--- src/fat16_chain_sector_generator_unit_defines.svh ---
// ----------------------------------------------------------------------------
// fat16 chain sector generator assertion macros
// Assertion helpers shared by the RTL, empty in synthesis builds.
// ----------------------------------------------------------------------------
`ifndef FAT16_CHAIN_SECTOR_GENERATOR_UNIT_DEFINES_SVH
`define FAT16_CHAIN_SECTOR_GENERATOR_UNIT_DEFINES_SVH

`ifndef SYNTHESIS
// property that must hold at every clock edge out of reset
`define FCSG_ASSERT(lbl, clk, rstn, prop, msg) \
  lbl: assert property (@(posedge clk) disable iff (!rstn) (prop)) else $error(msg);
// same-cycle implication
`define FCSG_ASSERT_IMPL(lbl, clk, rstn, ante, cons, msg) \
  lbl: assert property (@(posedge clk) disable iff (!rstn) (ante) |-> (cons)) else $error(msg);
`else
`define FCSG_ASSERT(lbl, clk, rstn, prop, msg)
`define FCSG_ASSERT_IMPL(lbl, clk, rstn, ante, cons, msg)
`endif

`endif

--- src/fcsg_pkg.sv ---
// ----------------------------------------------------------------------------
// fcsg_pkg
// Widths, register indexes and reset values of the FAT16 sector generator.
// ----------------------------------------------------------------------------
`default_nettype none

package fcsg_pkg;

  // field widths
  localparam int unsigned SECTOR_W    = 9;
  localparam int unsigned CFG_DATA_W  = 64;
  localparam int unsigned CFG_IDX_W   = 3;
  localparam int unsigned WORD_W      = 64;
  localparam int unsigned WORD_IDX_W  = 6;
  localparam int unsigned ENTRY_W     = 16;
  localparam int unsigned ENTRY_IDX_W = 8;
  // largest cluster number plus one: 2 + 16 * 65535 fits in 20 bits
  localparam int unsigned CLUSTER_W   = 20;

  // file slots
  localparam int unsigned MAX_FILE_SLOTS     = 16;
  localparam int unsigned FILE_SLOTS_DEFAULT = 16;
  localparam int unsigned SLOTS_PER_REG      = 4;

  // register indexes
  localparam logic [CFG_IDX_W-1:0] REG_SECTORS_PER_FAT = 3'd0;
  localparam logic [CFG_IDX_W-1:0] REG_FILES_0_3       = 3'd1;
  localparam logic [CFG_IDX_W-1:0] REG_FILES_4_7       = 3'd2;
  localparam logic [CFG_IDX_W-1:0] REG_FILES_8_11      = 3'd3;
  localparam logic [CFG_IDX_W-1:0] REG_FILES_12_15     = 3'd4;

  // register reset values
  localparam logic [SECTOR_W-1:0]   SPF_RESET       = 9'd129;
  localparam logic [CFG_DATA_W-1:0] FILES_0_3_RESET   = 64'd63050532222205953;
  localparam logic [CFG_DATA_W-1:0] FILES_4_7_RESET   = 64'd576469548396511487;
  localparam logic [CFG_DATA_W-1:0] FILES_8_11_RESET  = 64'd576469548530665472;
  localparam logic [CFG_DATA_W-1:0] FILES_12_15_RESET = 64'd134219776;

  // FAT16 entry codes
  localparam logic [ENTRY_W-1:0]   MEDIA_ENTRY     = 16'hFFF8;
  localparam logic [ENTRY_W-1:0]   END_OF_CHAIN    = 16'hFFFF;
  localparam logic [ENTRY_W-1:0]   FREE_ENTRY      = 16'h0000;
  localparam logic [CLUSTER_W-1:0] FILE_AREA_BASE  = 20'd2;

  typedef logic [ENTRY_W-1:0] entry_t;

endpackage

`default_nettype wire

--- src/fat16_chain_sector_generator_unit.sv ---
// ----------------------------------------------------------------------------
// fat16_chain_sector_generator_unit: FAT16 allocation table sector generator
// A sector request is taken only while idle, after the previous sector's last word is generated.
// Generation runs one entry per cycle through the single end-of-file compare unit, four per word;
// the last entry of each word waits while the output register is not free.
// Reset: control and configuration registers take their reset values at once.
// ----------------------------------------------------------------------------
`default_nettype none

`include "fat16_chain_sector_generator_unit_defines.svh"

module fat16_chain_sector_generator_unit #(
  parameter int unsigned FILE_SLOTS = fcsg_pkg::FILE_SLOTS_DEFAULT
) (
  input  wire logic                             clk_i,
  input  wire logic                             rst_ni,
  // configuration write channel
  input  wire logic                             cfg_valid_i,
  output      logic                             cfg_ready_o,
  input  wire logic [fcsg_pkg::CFG_IDX_W-1:0]   cfg_index_i,
  input  wire logic [fcsg_pkg::CFG_DATA_W-1:0]  cfg_data_i,
  // sector request channel
  input  wire logic                             in_valid_i,
  output      logic                             in_stall_o,
  input  wire logic [fcsg_pkg::SECTOR_W-1:0]    fat_sector_i,
  // result word channel
  output      logic                             out_valid_o,
  input  wire logic                             out_stall_i,
  output      logic [fcsg_pkg::WORD_W-1:0]      entries_word_o,
  output      logic [fcsg_pkg::WORD_IDX_W-1:0]  word_index_o,
  output      logic                             last_word_o,
  output      logic                             range_error_o
);

  import fcsg_pkg::*;

  localparam int unsigned SlotCntW = $clog2(FILE_SLOTS + 1);
  localparam int unsigned SlotIdxW = (FILE_SLOTS > 1) ? $clog2(FILE_SLOTS) : 1;
  localparam int unsigned SlotSelW = $clog2(MAX_FILE_SLOTS);

  // sequencer states
  localparam logic [1:0] ST_IDLE = 2'd0;
  localparam logic [1:0] ST_SUM  = 2'd1;
  localparam logic [1:0] ST_SEEK = 2'd2;
  localparam logic [1:0] ST_GEN  = 2'd3;

  // configuration registers
  logic [SECTOR_W-1:0]   spf_q;
  logic [CFG_DATA_W-1:0] files_q [SLOTS_PER_REG];

  assign cfg_ready_o = 1'b1;

  always_ff @(posedge clk_i or negedge rst_ni) begin
    if (!rst_ni) begin
      spf_q      <= SPF_RESET;
      files_q[0] <= FILES_0_3_RESET;
      files_q[1] <= FILES_4_7_RESET;
      files_q[2] <= FILES_8_11_RESET;
      files_q[3] <= FILES_12_15_RESET;
    end else if (cfg_valid_i && cfg_ready_o) begin
      unique case (cfg_index_i)
        REG_SECTORS_PER_FAT: spf_q      <= cfg_data_i[SECTOR_W-1:0];
        REG_FILES_0_3:       files_q[0] <= cfg_data_i;
        REG_FILES_4_7:       files_q[1] <= cfg_data_i;
        REG_FILES_8_11:      files_q[2] <= cfg_data_i;
        REG_FILES_12_15:     files_q[3] <= cfg_data_i;
        default: ;
      endcase
    end
  end

  // sequencer and work registers
  logic [1:0]              state_q, state_d;
  logic [SECTOR_W-1:0]     idx_q, idx_d;
  logic                    err_q, err_d;
  logic [SlotIdxW-1:0]     f_q, f_d;
  logic [SlotCntW-1:0]     cnt_q, cnt_d;
  logic [SlotCntW-1:0]     p_q, p_d;
  logic [CLUSTER_W-1:0]    acc_q, acc_d;
  logic [ENTRY_IDX_W-1:0]  e_q, e_d;
  logic [3*ENTRY_W-1:0]    word_q, word_d;
  logic [CLUSTER_W-1:0]    ends_q [FILE_SLOTS];

  // output register
  logic                    out_valid_q, out_valid_d;
  logic [WORD_W-1:0]       out_word_q, out_word_d;
  logic [WORD_IDX_W-1:0]   out_index_q, out_index_d;
  logic                    out_last_q, out_last_d;
  logic                    out_err_q, out_err_d;

  // request decode: fold the second copy onto the first
  logic                    in_accept;
  logic                    sec_in_first;
  logic                    sec_in_second;
  logic [SECTOR_W-1:0]     sec_folded;

  assign in_stall_o    = (state_q != ST_IDLE);
  assign in_accept     = in_valid_i && !in_stall_o;
  assign sec_in_first  = (fat_sector_i < spf_q);
  assign sec_in_second = ({1'b0, fat_sector_i} < {spf_q, 1'b0});
  assign sec_folded    = sec_in_first ? fat_sector_i : (fat_sector_i - spf_q);

  // cluster count of the current file slot
  logic [SlotSelW-1:0]   slot_sel;
  logic [ENTRY_W-1:0]    slot_len;
  logic [CLUSTER_W-1:0]  slot_end;

  assign slot_sel = SlotSelW'(f_q);
  assign slot_len = files_q[slot_sel[SlotSelW-1:2]][slot_sel[1:0]*ENTRY_W +: ENTRY_W];
  assign slot_end = acc_q + CLUSTER_W'(slot_len);

  // shared end-of-file compare: next file end vs current cluster (seek) or next cluster (gen)
  logic [CLUSTER_W-1:0]  cur_cluster;
  logic [CLUSTER_W-1:0]  cmp_operand;
  logic                  files_left;
  logic                  end_hit;

  assign cur_cluster = CLUSTER_W'({idx_q, e_q});
  assign cmp_operand = (state_q == ST_SEEK) ? cur_cluster : (cur_cluster + CLUSTER_W'(1));
  assign files_left  = (p_q != cnt_q);
  assign end_hit     = files_left && (ends_q[p_q[SlotIdxW-1:0]] <= cmp_operand);

  // entry value of the current cluster
  entry_t entry;

  always_comb begin
    priority if (err_q) begin
      entry = FREE_ENTRY;
    end else if (idx_q == '0 && e_q == ENTRY_IDX_W'(0)) begin
      entry = MEDIA_ENTRY;
    end else if (idx_q == '0 && e_q == ENTRY_IDX_W'(1)) begin
      entry = END_OF_CHAIN;
    end else if (!files_left) begin
      entry = FREE_ENTRY;
    end else if (end_hit) begin
      entry = END_OF_CHAIN;
    end else begin
      entry = cmp_operand[ENTRY_W-1:0];
    end
  end

  // generation step: a word's last entry waits for a free output register
  logic out_free;
  logic word_done;
  logic gen_step;

  assign out_free  = !out_valid_q || !out_stall_i;
  assign word_done = (e_q[1:0] == 2'b11);
  assign gen_step  = (state_q == ST_GEN) && (!word_done || out_free);

  // sequencer next state
  always_comb begin
    state_d     = state_q;
    idx_d       = idx_q;
    err_d       = err_q;
    f_d         = f_q;
    cnt_d       = cnt_q;
    p_d         = p_q;
    acc_d       = acc_q;
    e_d         = e_q;
    word_d      = word_q;
    out_valid_d = out_valid_q && out_stall_i;
    out_word_d  = out_word_q;
    out_index_d = out_index_q;
    out_last_d  = out_last_q;
    out_err_d   = out_err_q;

    unique case (state_q)
      ST_IDLE: begin
        if (in_accept) begin
          idx_d   = sec_in_first ? sec_folded : (sec_in_second ? sec_folded : '0);
          err_d   = !sec_in_first && !sec_in_second;
          f_d     = '0;
          cnt_d   = '0;
          p_d     = '0;
          acc_d   = FILE_AREA_BASE;
          e_d     = '0;
          state_d = ST_SUM;
        end
      end
      ST_SUM: begin
        // running sum of cluster counts, nonempty file ends kept in order
        acc_d = slot_end;
        if (slot_len != '0) begin
          cnt_d = cnt_q + SlotCntW'(1);
        end
        if (f_q == SlotIdxW'(FILE_SLOTS - 1)) begin
          state_d = ST_SEEK;
        end else begin
          f_d = f_q + SlotIdxW'(1);
        end
      end
      ST_SEEK: begin
        // skip file ends at or below the sector's first cluster
        if (end_hit) begin
          p_d = p_q + SlotCntW'(1);
        end else begin
          state_d = ST_GEN;
        end
      end
      ST_GEN: begin
        if (gen_step) begin
          if (files_left && end_hit) begin
            p_d = p_q + SlotCntW'(1);
          end
          e_d    = e_q + ENTRY_IDX_W'(1);
          word_d = {entry, word_q[3*ENTRY_W-1:ENTRY_W]};
          if (word_done) begin
            out_valid_d = 1'b1;
            out_word_d  = {entry, word_q};
            out_index_d = e_q[ENTRY_IDX_W-1:2];
            out_last_d  = (e_q == '1);
            out_err_d   = err_q;
            if (e_q == '1) begin
              state_d = ST_IDLE;
            end
          end
        end
      end
      default: state_d = ST_IDLE;
    endcase
  end

  // control registers
  always_ff @(posedge clk_i or negedge rst_ni) begin
    if (!rst_ni) begin
      state_q     <= ST_IDLE;
      out_valid_q <= 1'b0;
      f_q         <= '0;
      cnt_q       <= '0;
      p_q         <= '0;
      e_q         <= '0;
    end else begin
      state_q     <= state_d;
      out_valid_q <= out_valid_d;
      f_q         <= f_d;
      cnt_q       <= cnt_d;
      p_q         <= p_d;
      e_q         <= e_d;
    end
  end

  // payload registers
  always_ff @(posedge clk_i) begin
    idx_q       <= idx_d;
    err_q       <= err_d;
    acc_q       <= acc_d;
    word_q      <= word_d;
    out_word_q  <= out_word_d;
    out_index_q <= out_index_d;
    out_last_q  <= out_last_d;
    out_err_q   <= out_err_d;
  end

  // file end list, appended during the sum pass
  always_ff @(posedge clk_i) begin
    if (state_q == ST_SUM && slot_len != '0) begin
      ends_q[cnt_q[SlotIdxW-1:0]] <= slot_end;
    end
  end

  assign out_valid_o    = out_valid_q;
  assign entries_word_o = out_word_q;
  assign word_index_o   = out_index_q;
  assign last_word_o    = out_last_q;
  assign range_error_o  = out_err_q;

  // checks
  `FCSG_ASSERT(a_ptr_in_list, clk_i, rst_ni, p_q <= cnt_q, "file pointer beyond end list")
  `FCSG_ASSERT(a_cnt_bound, clk_i, rst_ni, cnt_q <= SlotCntW'(FILE_SLOTS), "end list overflow")
  `FCSG_ASSERT_IMPL(a_err_zero, clk_i, rst_ni, out_valid_o && range_error_o, entries_word_o == '0, "range error word not zero")
  `FCSG_ASSERT_IMPL(a_last_idx, clk_i, rst_ni, out_valid_o && last_word_o, word_index_o == '1, "last word at wrong index")

endmodule

`default_nettype wire
--- config.mk ---
export PLATFORM = sky130hd
export DESIGN_NAME = fat16_chain_sector_generator_unit
export DESIGN_NICKNAME = d
export VERILOG_FILES = /design/src/fcsg_pkg.sv /design/src/fat16_chain_sector_generator_unit.sv
export VERILOG_INCLUDE_DIRS = /design/src /design/src/src
export SDC_FILE = /design/constraint.sdc
export NUM_CORES = 1
export LEC_CHECK = 0
export BUFFER_PORTS_ARGS = -buffer_cell sky130_fd_sc_hd__buf_2
export CAP_MARGIN = 5
export CORE_UTILIZATION = 50
export DETAILED_ROUTE_END_ITERATION = 8
export PLACE_DENSITY_LB_ADDON = 0.25
export SYNTH_ARGS = -nofsm -noshare
export SYNTH_HDL_FRONTEND = slang
export SYNTH_SLANG_ARGS = --single-unit
--- constraint.sdc ---
create_clock -name clk_i -period 6.8 [get_ports clk_i]
set_clock_uncertainty 0.2 [all_clocks]
set_input_delay 2.04 -clock clk_i [delete_from_list [all_inputs] [get_ports clk_i]]
set_output_delay 2.04 -clock clk_i [all_outputs]
set_load 0.02 [all_outputs]
Word-level counts from Yosys, hierarchy flattened
Memories as Yosys holds them, arrays and structs flattened.
Cells that the tools add are included.

storage, ports and cells
  register bits = 440
  memory bits (writable) = 320
  input port bits = 81
  output and inout bits = 75
  word-level logic and storage cells = 134
  memories kept = 1

memories
  name    depth  width  rd ports  clocked after memory_dff  write ports  RTL line                                 source
  ends_q  16     20     1         0                         1            fat16_chain_sector_generator_unit.sv:82  logic [CLUSTER_W-1:0] ends_q [FILE_SLOTS];

operators by class
  add/subtract/negate cells = 7
  $lt $le $gt $ge = 4
  equal/unequal tests = 22
  shift operators = 1
  muxes and demuxes = 39
  bitwise gates (word level) = 1
  reduce and logical (&&, ||, !) cells = 40

operators by type and width
  kind                                                             number
  64-bit binary-select mux with 2-bit select                       1
  64-bit two-way mux                                               2
  16-bit two-way mux                                               5
  64-bit by 7-bit variable part select with 16-bit output          1
  20-bit one-hot mux with 2 select lines                           1
  9-bit two-way mux                                                3
  5-bit two-way mux                                                5
  20-bit by 16-bit adder with 20-bit output                        1
  20-bit by 18-bit less-or-equal comparator with 1-bit output      1
  20-bit two-way mux                                               1
  17-bit by 1-bit adder with 18-bit output, second input constant  1
  18-bit two-way mux                                               1
  8-bit two-way mux                                                2
  8-bit one-hot mux with 2 select lines                            1
  2-bit AND reduction                                              8
  16-bit nonzero test                                              1
  5-bit one-hot mux with 3 select lines                            1
  2-bit inequality test, second input constant                     7
  2-bit two-way mux                                                6
  3-bit AND reduction                                              4
  5-bit by 1-bit adder with 5-bit output, second input constant    2
  9-bit by 10-bit < comparator with 1-bit output                   1
  5-bit one-hot mux with 2 select lines                            1
  1-bit logical AND                                                9
  30 further kinds                                                 48

Logic depth before layout (Yosys ltp)
  word-level depth = 9
  mapped depth = 18
  mapped depth without buffers = 16

Worst setup path after synthesis
OpenSTA, ideal clock, no wires.

  kind = input-to-reg
  start point = in out_stall_i
  end point = reg e_q[3]
  setup time = 0.111 ns
  arrival time = 5.912 ns
  data required time = 6.489 ns
  path slack = 0.577 ns
  cell stages on the path = 3
  path buffers = 0
  path through = a31oi_1 -> nand2_1 -> o31ai_1

between the ends
  word-level cells in the longest chain between the ends = 6

ends and longest elaborated chain
  what                                    RTL line                                  source
  from (decl)                             fat16_chain_sector_generator_unit.sv:28   input wire logic out_stall_i,
  1-bit zero test                         fat16_chain_sector_generator_unit.sv:147  assign out_free = !out_valid_q || !out_stall_i;
  1-bit logical OR                        fat16_chain_sector_generator_unit.sv:147
  1-bit logical OR                        fat16_chain_sector_generator_unit.sv:149  assign gen_step = (state_q == ST_GEN) && (!word_done || out_free);
  1-bit logical AND                       fat16_chain_sector_generator_unit.sv:149
  2-bit inequality test (no source line)  -
  3-bit AND reduction (no source line)    -
  to (signal assigned)                    fat16_chain_sector_generator_unit.sv:232  e_q <= '0;
  to (signal assigned)                    fat16_chain_sector_generator_unit.sv:239  e_q <= e_d;
  to (decl)                               fat16_chain_sector_generator_unit.sv:80   logic [ENTRY_IDX_W-1:0] e_q, e_d;

No other way between the ends.
A chain may end at the register's enable or synchronous reset.

Final worst setup path
  start point = reg p_q[0]
  end point = reg out_word_q[62], in the netlist entries_word_o[62], data pin

between the ends
  word-level cells in the longest chain between the ends = 8
  elaborated cells on any way between the ends = 9
  those cells by class = 1 x order compare; 1 x eq/ne; 5 x mux; 1 x reduce/logical; 1 x memory

ends and longest elaborated chain
  what                                                         RTL line                                  source
  from (decl)                                                  fat16_chain_sector_generator_unit.sv:78   logic [SlotCntW-1:0] p_q, p_d;
  from (signal assigned)                                       fat16_chain_sector_generator_unit.sv:238  p_q <= p_d;
  memory 16 x 20 bit                                           -
  20-bit by 18-bit less-or-equal comparator with 1-bit output  fat16_chain_sector_generator_unit.sv:121  assign end_hit = files_left && (ends_q[p_q[SlotIdxW-1:0]] <= cmp_operand);
  1-bit logical AND                                            fat16_chain_sector_generator_unit.sv:121
  16-bit two-way mux                                           fat16_chain_sector_generator_unit.sv:135  end else if (end_hit) begin
  16-bit two-way mux (*)                                       fat16_chain_sector_generator_unit.sv:133  end else if (!files_left) begin
  16-bit two-way mux (*)                                       fat16_chain_sector_generator_unit.sv:131  end else if (idx_q == '0 && e_q == ENTRY_IDX_W'(1)) begin
  16-bit two-way mux (*)                                       fat16_chain_sector_generator_unit.sv:129  end else if (idx_q == '0 && e_q == ENTRY_IDX_W'(0)) begin
  16-bit two-way mux (*)                                       fat16_chain_sector_generator_unit.sv:127  priority if (err_q) begin
  named net entry[14]                                          fat16_chain_sector_generator_unit.sv:124  entry_t entry;
  to (signal assigned)                                         fat16_chain_sector_generator_unit.sv:249  out_word_q <= out_word_d;
  to (decl)                                                    fat16_chain_sector_generator_unit.sv:86   logic [WORD_W-1:0] out_word_q, out_word_d;

Mark *: on every way through the listed nets, which the timed path passes. The rest lies on a longest branch.

==> results.json <==
{
  "grt_pass1_vias": 18100,
  "clk_latency_ns": 0.62,
  "port-buffer-count": 154,
  "tritoncts": "done",
  "utilization_pct": 58.0,
  "setup.worst_path.start_class": "flip-flop",
  "dpl.hpwl_um": 44200,
  "syn_avg_cell_area_um2": 17.1,
  "core_area_um2": 63400,
  "remaining_drc_errors": 0,
  "leakage_nw": 13.5,
  "rsz0062_at_grt": "no",
  "crit_type": "flip-flop to flip-flop",
  "grt_pass1_wl_um": 109000,
  "pre_cts_slack_ns": 1.39,
  "post_cts_buffers": 0,
  "worstPathMaxFanout": 61,
  "grt_remaining_overflow": 0,
  "layout.cells.most_common_list": "edfxtp_1 (470), dfrtp_1 (261), mux2_2 (260)",
  "root_buffer": "clkbuf_16",
  "yosys.area_share.simple_pct": 4.29,
  "startpoint": "p_q[0]",
  "hold_violations": 0,
  "netlist_top_cells_area": "edfxtp_1 (44%), dfrtp_1 (21%), mux4_2 (11%)",
  "crit_arrival_ns": 5.39,
  "ys.flop_type": "edfxtp_1",
  "avgViaCountPerCell": 5.82,
  "grt_usage_pct": 22.0,
  "fp.dieH_um": 256,
  "initial_core_util_pct": 50.8,
  "dieArea_um2": 65500,
  "synth_fa_ha_area_share_pct": 2.57,
  "ff2ff_path_depth": 13,
  "drt-pass1-iter-count": 5,
  "maxSlewHeadroom_pct": 13.9,
  "p_per_area_nw_per_um2": 466,
  "synth.mux.area_fraction_pct": 20.0,
  "synth_compound_gate_area_share_pct": 4.05,
  "syn_inst": 1883,
  "peakVddDrop_mv": 0.350,
  "yosysWarnings": 0,
  "ant_nets": 0,
  "synth_edf_count": 470,
  "cts_hold_buf": 0,
  "cap_viol_max_count": 0,
  "setup-tns-final_ns": 0,
  "setup_ws_ns": 1.51,
  "dr_total_vias": 17300,
  "cts.sinks": 760,
  "crit_end": "entries_word_o[62]",
  "cts_resized": 0,
  "area_growth_pct": 14.2,
  "r2r-end": "entries_word_o[62]",
  "rows": 92,
  "cts_buffer_depth": 3,
  "worst_pin_slew_ns": 1.28,
  "synth_top_family_by_area": "multiplexers",
  "num-fill-cells": 4748,
  "instances_no_fill": 2969,
  "routed_wl_um": 70200,
  "synth_async_sr_flop_share_pct": 38.2,
  "p_total_mw": 17.1,
  "slew_violations": 0,
  "reg2reg_slack_ns": 1.51,
  "place_inst": 2822,
  "cts_buffers": 78,
  "grt_max_degree": 108,
  "hold_path.class": "flip-flop to flip-flop",
  "nNetsFinal": 2203,
  "synth_largest_area_cell": "edfxtp_1",
  "drive_gt1_share_pct": 36.4,
  "status": "finished, final reports clean",
  "syn-cell-area_um2": 32200,
  "io_pins": 156,
  "reg2reg_from": "p_q[0]",
  "dr.first_iter.drc_count": 1333,
  "wl_per_cell_um": 23.7,
  "synth.top_cell.area_share_pct": 43.8,
  "synth_fp_nets": 2029,
  "finalSetupViolations": 0,
  "yosysSeqAreaShare_pct": 66.4,
  "cp-end-kind": "flip-flop",
  "grt_antenna_before_repair": 11,
  "cp.required_ns": 6.90,
  "fmax_mhz": 189,
  "clkSlewWorstSetupHoldPaths_ns": 0.06,
  "routabilityCongestion": 0.855,
  "ys_seq_elements": 760,
  "synth-xor-area-share_pct": 1.06,
  "period_needed_ns": 5.29,
  "synth_cell_types": 61,
  "final_common_cell": "edfxtp_1",
  "finalCritPeriodShare_pct": 77.7,
  "die_w_um": 256,
  "htreeDepth": 3
}
==> flip-flops by register name (all words and copies together), names as in the netlist <==
register and count:
acc_q 20, f_q 4, cnt_q 5, ends_q 320, word_index_o 6, state_q 2, files_q 256, word_q 48
out_valid_o 1, range_error_o 1, entries_word_o 64, err_q 1, spf_q 9, e_q 8, last_word_o 1, p_q 5
idx_q 9
==> area by class of cell <==
cell class	instances	area [µm²]	area share (%)
Tap cell	846	1060	2.88
Sequential cell	760	21400	58.2
Clock buffer	110	2210	6.02
Multi-Input combinational cell	1001	10500	28.5
Clock inverter	33	413	1.12
Antenna cell	3	7.51	0.0204
Timing Repair Buffer	186	1080	2.94
Inverter	30	113	0.306
==> power by group <==
part / total (mW) / internal, mW / leakage (nW) / switching, mW
clock network: 4.35 / 2.62 / 1.28 / 1.74
logic: 5.14 / 1.90 / 4.46 / 3.25
registers: 7.65 / 7.19 / 7.76 / 0.456
total: 17.1 / 11.7 / 13.5 / 5.44
==> critical path: stages (launching register included) <==
cell	delay, ns
dfrtp_4	1.10
buf_12	0.36
mux4_2	0.55
mux4_2	0.50
ha_1	0.32
a21o_1	0.12
a21oi_1	0.06
nor2b_1	0.16
o21ai_0	0.11
o2111ai_1	0.12
a21oi_1	0.12
buf_4	0.20
nor2_1	0.78
a21oi_1	0.24
==> how the worst min path moves through the flow <==
stage	start	end	slack, ns	cells past startpoint
finish	word_q[1]	entries_word_o[1]	0.22	0
detailed placement	word_q[12]	entries_word_o[12]	0.21	0
global placement	word_q[6]	entries_word_o[6]	0.20	0
CTS	word_q[1]	entries_word_o[1]	0.22	0
global route	word_q[12]	entries_word_o[12]	0.22	0
floorplan	word_q[0]	entries_word_o[0]	0.20	0
==> metal layers <==
layer	vias up	global-route usage [%]	part of all wire, %
met3	156	4.76	5.6
li1	7685	-	-
met4	18	8.60	3.6
met1	8945	28.8	41
met2	461	35.9	49
met5	-	0	0.17
==> cell usage after synthesis (all sizes together), types with 23 or more instances <==
cell type and number:
edfxtp 470, dfrtp 265, mux2 260, mux4 155, nand2 70, clkbuf 67, ha 63, nor2 56
a21oi 52, o21ai 52, a22oi 32, inv 28, nor3 27, buf 25, dfstp 25, and2 23
nand2b 23
==> cell families after synthesis <==
logic type	Yosys count
xor+xnor	39
mux	419
flops	760
compound gates	204
fa+ha+maj	65
simple gates	273
other cells	1
buf+inv	122
==> metrics by stage <==
stage | cell area, µm² | hold slack, ns
floorplan | 32200 | 0.200
global placement | 34200 | 0.202
detailed placement | 34200 | 0.205
CTS | 36800 | 0.219
global route | 36800 | 0.223
finish | 36800 | 0.218
Power figures use the tool's default switching activity.
